[config.mk]
export PLATFORM = sky130hd
export DESIGN_NAME = ipv4_acl_first_match_core
export DESIGN_NICKNAME = d
export VERILOG_FILES = /design/src/rtl/acl_pkg.sv /design/src/rtl/acl_cell.sv /design/src/rtl/ipv4_acl_first_match_core.sv
export SDC_FILE = /design/constraint.sdc
export NUM_CORES = 2
export LEC_CHECK = 0
export BUFFER_PORTS_ARGS = -buffer_cell sky130_fd_sc_hd__buf_2
export CAP_MARGIN = 20
export CELL_PAD_IN_SITES_DETAIL_PLACEMENT = 1
export CELL_PAD_IN_SITES_GLOBAL_PLACEMENT = 1
export CORE_ASPECT_RATIO = 2
export CORE_UTILIZATION = 40
export CTS_CLUSTER_SIZE = 28
export DETAILED_ROUTE_END_ITERATION = 12
export PLACE_DENSITY_LB_ADDON = 0.1
export SLEW_MARGIN = 20
export SYNTH_ARGS = -nofsm -noshare
export SYNTH_HDL_FRONTEND = slang
export SYNTH_SLANG_ARGS = --single-unit
[constraint.sdc]
create_clock -name clk -period 15.1 [get_ports clk]
set_input_delay 1.51 -clock clk [delete_from_list [all_inputs] [get_ports clk]]
set_output_delay 1.51 -clock clk [all_outputs]
set_load 0.01 [all_outputs]
[src/rtl/acl_pkg.sv]
// Shared types, request codes and the prefix mask function for the IPv4 ACL core.
`default_nettype none
package acl_pkg;

  localparam int ADDR_W = 32;
  localparam int PLEN_W = 6;
  localparam int IDX_W  = 4;
  localparam logic [ADDR_W-1:0] ALL_ONES = '1;
  localparam logic [PLEN_W-1:0] ADDR_BITS = PLEN_W'(ADDR_W);

  typedef enum logic [1:0] {
    REQ_CHECK  = 2'd0,
    REQ_APPEND = 2'd1,
    REQ_CLEAR  = 2'd2
  } req_e;

  // one beat travelling down the rule chain
  typedef struct packed {
    logic              vld;
    req_e              req;
    logic [ADDR_W-1:0] addr;
    logic [ADDR_W-1:0] mask;
    logic              deny;
    logic              verdict;
    logic              matched;
    logic [IDX_W-1:0]  idx;
    logic              status;
  } token_t;

  function automatic logic [ADDR_W-1:0] prefix_mask(input logic [PLEN_W-1:0] plen);
    logic [PLEN_W-1:0] p;
    logic [ADDR_W-1:0] m;
    p = (plen > ADDR_BITS) ? ADDR_BITS : plen;
    if (p == '0) begin
      m = '0;
    end else begin
      m = ALL_ONES << (ADDR_BITS - p);
    end
    return m;
  endfunction

endpackage
`default_nettype wire

[src/rtl/acl_cell.sv]
// One rule slot: stores a prefix rule and updates the passing beat.
`default_nettype none
module acl_cell
  import acl_pkg::*;
#(
  parameter int CW  = 5,
  parameter int IDX = 0
) (
  input  wire logic          clk,
  input  wire logic          rst,
  input  wire token_t        tok_in,
  input  wire logic [CW-1:0] cnt_in,
  output token_t             tok_out,
  output logic    [CW-1:0]   cnt_out
);

  localparam logic [CW-1:0] SLOT = CW'(IDX);

  logic [ADDR_W-1:0] net;
  logic [ADDR_W-1:0] mask;
  logic              deny;
  token_t            tok_next;
  logic              hit;

  assign hit = (cnt_in > SLOT) && ((tok_in.addr & mask) == net);

  always_comb begin
    tok_next = tok_in;
    if (tok_in.vld && tok_in.req == REQ_CHECK && hit) begin
      tok_next.matched = 1'b1;
      tok_next.verdict = deny;
      tok_next.idx     = IDX_W'(IDX);
    end
  end

  always_ff @(posedge clk) begin
    if (tok_in.vld && tok_in.req == REQ_APPEND && cnt_in == SLOT) begin
      net  <= tok_in.addr & tok_in.mask;
      mask <= tok_in.mask;
      deny <= tok_in.deny;
    end
  end

  always_ff @(posedge clk) begin
    if (rst) begin
      tok_out.vld <= 1'b0;
    end else begin
      tok_out.vld <= tok_next.vld;
    end
    tok_out.req     <= tok_next.req;
    tok_out.addr    <= tok_next.addr;
    tok_out.mask    <= tok_next.mask;
    tok_out.deny    <= tok_next.deny;
    tok_out.verdict <= tok_next.verdict;
    tok_out.matched <= tok_next.matched;
    tok_out.idx     <= tok_next.idx;
    tok_out.status  <= tok_next.status;
    cnt_out         <= cnt_in;
  end

endmodule
`default_nettype wire

[src/rtl/ipv4_acl_first_match_core.sv]
// Top level: IPv4 first-match ACL as a chain of rule cells.
// A request beat is registered at the entry, then in each rule cell, and its result is registered at the chain end.
// Flow: one request in flight; the next beat is taken the cycle after the result
// is taken, so the rate is set by the walk down the cell chain and by the receiver.
// Reset: clears the rule count (table empty) and all valid flags; rule slots keep
// whatever they hold and are only read below the rule count.
`default_nettype none
module ipv4_acl_first_match_core
  import acl_pkg::*;
#(
  parameter int MAX_RULES = 16
) (
  input  wire logic              clk,
  input  wire logic              rst,
  input  wire logic              in_valid,
  output logic                   in_stall,
  input  wire logic [1:0]        req_type,
  input  wire logic [ADDR_W-1:0] ip_addr,
  input  wire logic [PLEN_W-1:0] prefix_len,
  input  wire logic              deny_rule,
  output logic                   out_valid,
  input  wire logic              out_stall,
  output logic                   verdict,
  output logic                   matched,
  output logic [IDX_W-1:0]       match_index,
  output logic                   status
);

  localparam int CW = $clog2(MAX_RULES + 1);
  localparam logic [CW-1:0] FULL = CW'(MAX_RULES);

  logic          busy;
  logic [CW-1:0] rule_count;
  logic [CW-1:0] rule_count_next;
  logic          accept;
  token_t        entry_tok;
  token_t        entry_next;
  logic [CW-1:0] entry_cnt;
  token_t        res;

  token_t        tok_chain [MAX_RULES+1];
  logic [CW-1:0] cnt_chain [MAX_RULES+1];
  logic [MAX_RULES:0] vld_vec;

  assign in_stall = busy || out_valid;
  assign accept   = in_valid && !in_stall;

  always_comb begin
    entry_next         = '0;
    entry_next.vld     = accept;
    entry_next.addr    = ip_addr;
    entry_next.mask    = prefix_mask(prefix_len);
    entry_next.deny    = deny_rule;
    rule_count_next    = rule_count;
    unique case (req_type)
      REQ_CHECK: begin
        entry_next.req     = REQ_CHECK;
        entry_next.verdict = (rule_count != '0);
      end
      REQ_APPEND: begin
        entry_next.req    = REQ_APPEND;
        entry_next.status = (rule_count == FULL);
        if (accept && rule_count != FULL) begin
          rule_count_next = rule_count + CW'(1);
        end
      end
      REQ_CLEAR: begin
        entry_next.req = REQ_CLEAR;
        if (accept) begin
          rule_count_next = '0;
        end
      end
      default: begin
        entry_next.vld = 1'b0;
        entry_next.req = REQ_CLEAR;
      end
    endcase
  end

  // unused request code still yields an all-zero result, so track it separately
  logic noop_pend;

  always_ff @(posedge clk) begin
    if (rst) begin
      busy       <= 1'b0;
      rule_count <= '0;
      entry_tok.vld <= 1'b0;
      noop_pend  <= 1'b0;
      out_valid  <= 1'b0;
    end else begin
      rule_count    <= rule_count_next;
      entry_tok.vld <= entry_next.vld;
      noop_pend     <= accept && !entry_next.vld;
      if (accept) begin
        busy <= 1'b1;
      end else if (tok_chain[MAX_RULES].vld || noop_pend) begin
        busy <= 1'b0;
      end
      if (tok_chain[MAX_RULES].vld || noop_pend) begin
        out_valid <= 1'b1;
      end else if (!out_stall) begin
        out_valid <= 1'b0;
      end
    end
    entry_tok.req     <= entry_next.req;
    entry_tok.addr    <= entry_next.addr;
    entry_tok.mask    <= entry_next.mask;
    entry_tok.deny    <= entry_next.deny;
    entry_tok.verdict <= entry_next.verdict;
    entry_tok.matched <= entry_next.matched;
    entry_tok.idx     <= entry_next.idx;
    entry_tok.status  <= entry_next.status;
    entry_cnt         <= rule_count;
    if (noop_pend) begin
      res <= '0;
    end else if (tok_chain[MAX_RULES].vld) begin
      res <= tok_chain[MAX_RULES];
    end
  end

  assign tok_chain[0] = entry_tok;
  assign cnt_chain[0] = entry_cnt;

  for (genvar i = 0; i < MAX_RULES; i++) begin : g_cell
    acl_cell #(
      .CW  (CW),
      .IDX (i)
    ) u_cell (
      .clk     (clk),
      .rst     (rst),
      .tok_in  (tok_chain[i]),
      .cnt_in  (cnt_chain[i]),
      .tok_out (tok_chain[i+1]),
      .cnt_out (cnt_chain[i+1])
    );
  end

  for (genvar i = 0; i <= MAX_RULES; i++) begin : g_vld
    assign vld_vec[i] = tok_chain[i].vld;
  end

  assign verdict     = res.verdict;
  assign matched     = res.matched;
  assign match_index = res.idx;
  assign status      = res.status;

  a_one_in_flight: assert property (@(posedge clk) disable iff (rst)
    $onehot0({vld_vec, noop_pend}))
    else $error("more than one beat in the rule chain");

  a_count_bound: assert property (@(posedge clk) disable iff (rst)
    rule_count <= FULL)
    else $error("rule count above table size");

  a_clear_empties: assert property (@(posedge clk) disable iff (rst)
    (accept && req_type == REQ_CLEAR) |=> (rule_count == '0))
    else $error("clear did not empty the table");

  a_result_from_chain: assert property (@(posedge clk) disable iff (rst)
    $rose(out_valid) |-> $past(tok_chain[MAX_RULES].vld || noop_pend))
    else $error("result without a beat leaving the chain");

  a_busy_after_accept: assert property (@(posedge clk) disable iff (rst)
    accept |=> (busy && !accept))
    else $error("new beat taken while one is in flight");

endmodule
`default_nettype wire

## Yosys cells after proc, flatten, opt, wreduce, memory -nomap -nowiden

Index checks and enable logic that the tools add are counted.

- Output and inout bits: 9
- Register bits: 2,338
- Logic and storage cells: 462

- Eq/ne operators: 54
- $add $sub $neg: 2
- Reduce and logical (&&, ||, !) cells: 111
- Shifts and indexed selects: 1
- Magnitude comparators: 17
- Bitwise gates (word level): 32
- Muxes and demuxes: 26

Operator list:

| kind | number |
|---|---|
| $and A32 B32 Y32 | 32 |
| $eq A32 B32 Y1 | 16 |
| $mux W6 | 17 |
| $logic_and A1 B1 Y1 | 83 |
| $eq A5 B4 Y1 const B | 8 |
| $gt A5 B4 Y1 const B | 8 |
| $eq A2 B1 Y1 const B | 17 |
| $logic_not A2 Y1 | 17 |
| $shl A32 B6 Y32 const A | 1 |
| $eq A5 B3 Y1 const B | 4 |
| $gt A5 B3 Y1 const B | 4 |
| $eq A5 B2 Y1 const B | 2 |
| $gt A5 B1 Y1 const B | 2 |
| $gt A5 B2 Y1 const B | 2 |
| $mux W5 | 2 |
| $pmux W5 S2 | 1 |
| $gt A6 B6 Y1 const B | 1 |
| $logic_not A6 Y1 | 1 |
| $sub A6 B6 Y6 const A | 1 |
| $add A5 B1 Y5 const B | 1 |
| $eq A5 B1 Y1 const B | 1 |
| $eq A5 B5 Y1 const B | 1 |
| $logic_not A5 Y1 | 1 |
| $mux W1 | 5 |
| 11 further kinds | 15 |

## Logic depth before layout (Yosys ltp)

- Word-level depth: 6
- Gate-level depth with buffers: 9
- Mapped depth without buffers: 9

## By module

Synthesis repeated with hierarchy kept, for this count alone.

- Cell total of the unflattened synthesis: 4,480
- Area total of the unflattened synthesis: 72,062.9 µm²

Modules (own cells, without submodules):

| module | cells an instance | seq. area each (µm²) | times used | area an instance (µm²) |
|---|---|---|---|---|
| acl_cell at g_cell[12].u_cell ... | 265 | 3,553.4 | 2 | 4,331.7 |
| acl_cell at g_cell[15].u_cell ... | 264 | 3,553.4 | 2 | 4,329.2 |
| acl_cell at g_cell[0].u_cell | 264 | 3,553.4 | 1 | 4,354.2 |
| acl_cell at g_cell[6].u_cell | 271 | 3,553.4 | 1 | 4,351.7 |
| acl_cell at g_cell[5].u_cell | 266 | 3,553.4 | 1 | 4,346.7 |
| acl_cell at g_cell[10].u_cell | 265 | 3,553.4 | 1 | 4,340.4 |
| acl_cell at g_cell[9].u_cell | 265 | 3,553.4 | 1 | 4,339.2 |
| acl_cell at g_cell[11].u_cell | 266 | 3,553.4 | 1 | 4,337.9 |
| acl_cell at g_cell[2].u_cell | 265 | 3,553.4 | 1 | 4,335.4 |
| acl_cell at g_cell[1].u_cell | 264 | 3,553.4 | 1 | 4,330.4 |
| acl_cell at g_cell[13].u_cell | 265 | 3,553.4 | 1 | 4,329.2 |
| acl_cell at g_cell[4].u_cell | 268 | 3,553.4 | 1 | 4,329.2 |
| acl_cell at g_cell[3].u_cell | 265 | 3,553.4 | 1 | 4,322.9 |
| acl_cell at g_cell[14].u_cell | 265 | 3,553.4 | 1 | 4,314.1 |
| ipv4_acl_first_match_core | 233 | 1,801.7 | 1 | 2,710.1 |

## Worst setup path after synthesis

No wires, ideal clock.

- Kind: register to register
- Start: register g_cell[5].u_cell.tok_out[73] (netlist bit)
- End: register g_cell[6].u_cell.deny (enable)
- Required time: 14,452 ps
- Stages on the path, launching flop included: 3
- Slack: 7,822 ps
- Clock period less this slack: 7,278 ps
- Library setup time: 648 ps
- Arrival time: 6,630 ps
- Cell sequence: dfxtp_1 -> nand4b_1 -> nor4_1

- Word-level cells in the longest chain between the ends: 3

Ends and longest elaborated chain:

| what | line | source |
|---|---|---|
| from (decl) | acl_cell.sv:13 | `output token_t tok_out,` |
| $eq A2 B1 Y1 | acl_cell.sv:37 | `if (tok_in.vld && tok_in.req == REQ_APPEND && cnt_in == SLOT) begin` |
| $logic_and A1 B1 Y1 (2 in a row) | acl_cell.sv:37 |  |
| to (signal assigned) | acl_cell.sv:40 | `deny <= tok_in.deny;` |
| to (decl) | acl_cell.sv:21 | `logic deny;` |

Every way passes these cells.
A chain may end at the register's enable or synchronous reset.

==> results.sh <==
export IMPL_run_status="complete, no violations"
export IMPL_dp_cells=6729
export IMPL_seq_power_share_pct=57.1
export IMPL_fmax_mhz=331
export IMPL_slowest_stage="nor4_2"
export IMPL_grt_met1_usage_pct=11.6
export IMPL_synth_area_um2=69700
export IMPL_clockRootBuffer="clkbuf_16"
export IMPL_grtUsageTotal_pct=17.6
export IMPL_wl_per_cell_um=21.5
export IMPL_cts_tree="built"
export IMPL_switchingPower_mw=2.46
export IMPL_multi_input_area_um2=12800
export IMPL_fin_skew_ns=0.0345
export IMPL_async_flop_share_pct=0
export IMPL_regArea_um2=56900
export IMPL_layout_common_cells="dfxtp_1 (1283), edfxtp_1 (1040), nand2_1 (532)"
export IMPL_power_internal_mw=9.75
export IMPL_p_per_area_nw_per_um2=153
export IMPL_worstSkewPairLatency_ns=0.81
export IMPL_yosysWarnings=0
export IMPL_drv_slew=0
export IMPL_ys_types=59
export IMPL_finish_instance_area_um2=79600
export IMPL_fin_crit_ns=3.03
export IMPL_worstSetupStartpointType="flip-flop"
export IMPL_via_per_inst=4.45
export IMPL_wl_mm=152
export IMPL_met3_usage_pct=2.05
export IMPL_combPwrFrac_pct=1.6
export IMPL_layout_cells_non_filler=7097
export IMPL_cts_sinks=2323
export IMPL_setup_violations=0
export IMPL_worstMarginPinSlew_ns=1.14
export IMPL_clk_pin_slew_ns=0.06
export IMPL_min_path_type="reg2reg"
export IMPL_cp_end_kind="flip-flop"
export IMPL_leakage_nw=28.9
export IMPL_pwr_share_clk_pct=41.3
export IMPL_grt_max_degree=63
export IMPL_hpwl_mm=120
export IMPL_worstPathCellList="nand2_1 > xnor2_1 > nor4_2 > nand4_1 > or4_4 > mux2_2"
export IMPL_grt_pass1_wl_mm=221
export IMPL_ctsHoldBuffers=0
export IMPL_yosys_most_used_dff="dfxtp_1"
export IMPL_syn_avg_cell_area_um2=16.0
export IMPL_whs_ns=0.326
export IMPL_antenna_found_initial=2
export IMPL_post_route_util_pct=46.0
export IMPL_cts_setup_buffers=0
export IMPL_cp_slowest_stage_delay_ns=0.87
export IMPL_max_slew_margin_pct=23.5
export IMPL_drt_iter0_drc=1048
export IMPL_yosys_register_bits=2323
export IMPL_p_sw_share_pct=20.2
export IMPL_syn_to_final_growth_pct=14.3
export IMPL_dieHeight_um=592
export IMPL_htreeDepth=4
export IMPL_crit_required_ns=15.78
export IMPL_crit_fanout=6
export IMPL_synth_edf_count=1040
export IMPL_grt_busiest_layer="met2"
export IMPL_use_met2_pct=40.6
export IMPL_crit_type="reg2reg"
export IMPL_cts_max_path_buffers=4
export IMPL_cp_arrival_ns=3.71
export IMPL_reg2reg_slack_ns=12.07
export IMPL_start_util_pct=40.3
export IMPL_dpl_cell_area_um2=73200
export IMPL_route_detailed_drc=0
export IMPL_final_antenna_net_count=0
export IMPL_nets=4695
export IMPL_finalCritPeriodShare_pct=20.0
export IMPL_ioPinCount=54
export IMPL_die_w_um=297
export IMPL_synthCells=4366
export IMPL_first_global_vias=34322
export IMPL_finalSetupTns_ns=0
export IMPL_die_area_um2=176000
export IMPL_syn_nets=4417
export IMPL_drv_cap=0
export IMPL_seq_area_frac_synth_pct=81.7
export IMPL_firstDrtPassIters=4
export IMPL_rows=216
export IMPL_core_um2=173000
export IMPL_post_cts_resized=0
export IMPL_place_gp_congestion=0.852
export IMPL_hold_violations=0
export IMPL_rsz0062_at_grt="no"
export IMPL_io_buffers=53
export IMPL_fillerInstances=16816
export IMPL_final_common_cell="dfxtp_1"
export IMPL_cts_buffers=202
export IMPL_peakVddDrop_uv=109
export IMPL_overflow=0
export IMPL_num_vias=31578
export IMPL_drive_gt1_share_pct=8.80
==> sequential cells by signal, indices dropped and copies added, names as in the netlist <==
| signal | cells |
|---|---|
| busy | 1 |
| entry_cnt | 5 |
| entry_tok | 70 |
| g_cell.u_cell.cnt_out | 75 |
| g_cell.u_cell.deny | 16 |
| g_cell.u_cell.mask | 512 |
| g_cell.u_cell.net | 512 |
| g_cell.u_cell.tok_out | 1118 |
| match_index | 4 |
| matched | 1 |
| noop_pend | 1 |
| out_valid | 1 |
| rule_count | 5 |
| status | 1 |
| verdict | 1 |
==> kinds of logic after synthesis <==
kind of cell    Yosys count  synth area share [%]
compound gates           63                 0.577
buf+inv                  24                 0.129
fa+ha+maj                 6                 0.108
flops                  2323                  81.7
xor+xnor                499                  6.27
mux                      24                 0.381
simple gates           1427                  10.8
==> Yosys cell counts, drive strengths merged (16+ instances only) <==
cell type / n / area share [%]
dfxtp: 1283 / 37
xor2: 371 / 4.7
xnor2: 128 / 1.6
nor3: 30 / 0.22
edfxtp: 1040 / 45
nor2: 43 / 0.23
a21oi: 16 / 0.11
nand2: 532 / 2.9
o21ai: 21 / 0.15
mux2: 17 / 0.28
nand3: 19 / 0.14
nand2b: 50 / 0.45
and2: 531 / 4.8
nor2b: 21 / 0.19
nand4: 99 / 0.90
nor4: 51 / 0.47
==> area by class of cell <==
cell class	instances	share of cell area, %
Clock inverter	76	0.913
Multi-Input combinational cell	2019	16.1
Clock buffer	291	7.19
Sequential cell	2323	71.5
Tap cell	2289	3.60
Inverter	15	0.0707
Timing Repair Buffer	83	0.616
Antenna cell	1	0.00314
==> power groups by stage <==
stage	logic, mW	clock network [mW]	registers, mW
after floorplan	0.128	0	7.02
after global placement	0.190	0	7.11
after detailed placement	0.199	0	7.12
after CTS	0.200	5.21	6.98
after global routing	0.211	5.44	7.00
final	0.191	5.05	6.97
==> critical path: cells and delay by family (launching register included) <==
kind	cells	cell delay, ns
flip-flops	1	0.37
multiplexers	1	0.30
AND/OR/NAND/NOR	4	1.88
XOR/XNOR	1	0.36
==> through the flow <==
stage          setup WS (ns)  power (mW)
2_1_floorplan           7.82        7.15
3_3_place_gp           11.16        7.30
3_5_place_dp           11.44        7.32
4_1_cts                11.82        12.4
5_1_grt                11.95        12.7
6_report               12.07        12.2
==> path summary, 6_finish.rpt <==
kind | startpoint | to | cells past startpoint
max | g_cell[10].u_cell.tok_out[43] | g_cell[11].u_cell.tok_out[6] | 6
min | g_cell[2].u_cell.tok_out[0] | g_cell[3].u_cell.tok_out[0] | 0
max reg2reg | g_cell[10].u_cell.tok_out[43] | g_cell[11].u_cell.tok_out[6] | 6
min reg2reg | g_cell[2].u_cell.tok_out[0] | g_cell[3].u_cell.tok_out[0] | 0
==> per-layer routing <==
metal / vias to the layer above / share of wire (%) / routed length, µm
li1: 15495 / - / -
met5: - / 0 / 0
met3: 273 / 2.1 / 3180
met4: 0 / 7.5 / 11400
met1: 15438 / 25 / 38100
met2: 372 / 65 / 99800
Note: power is estimated with default switching activity, not from simulation.
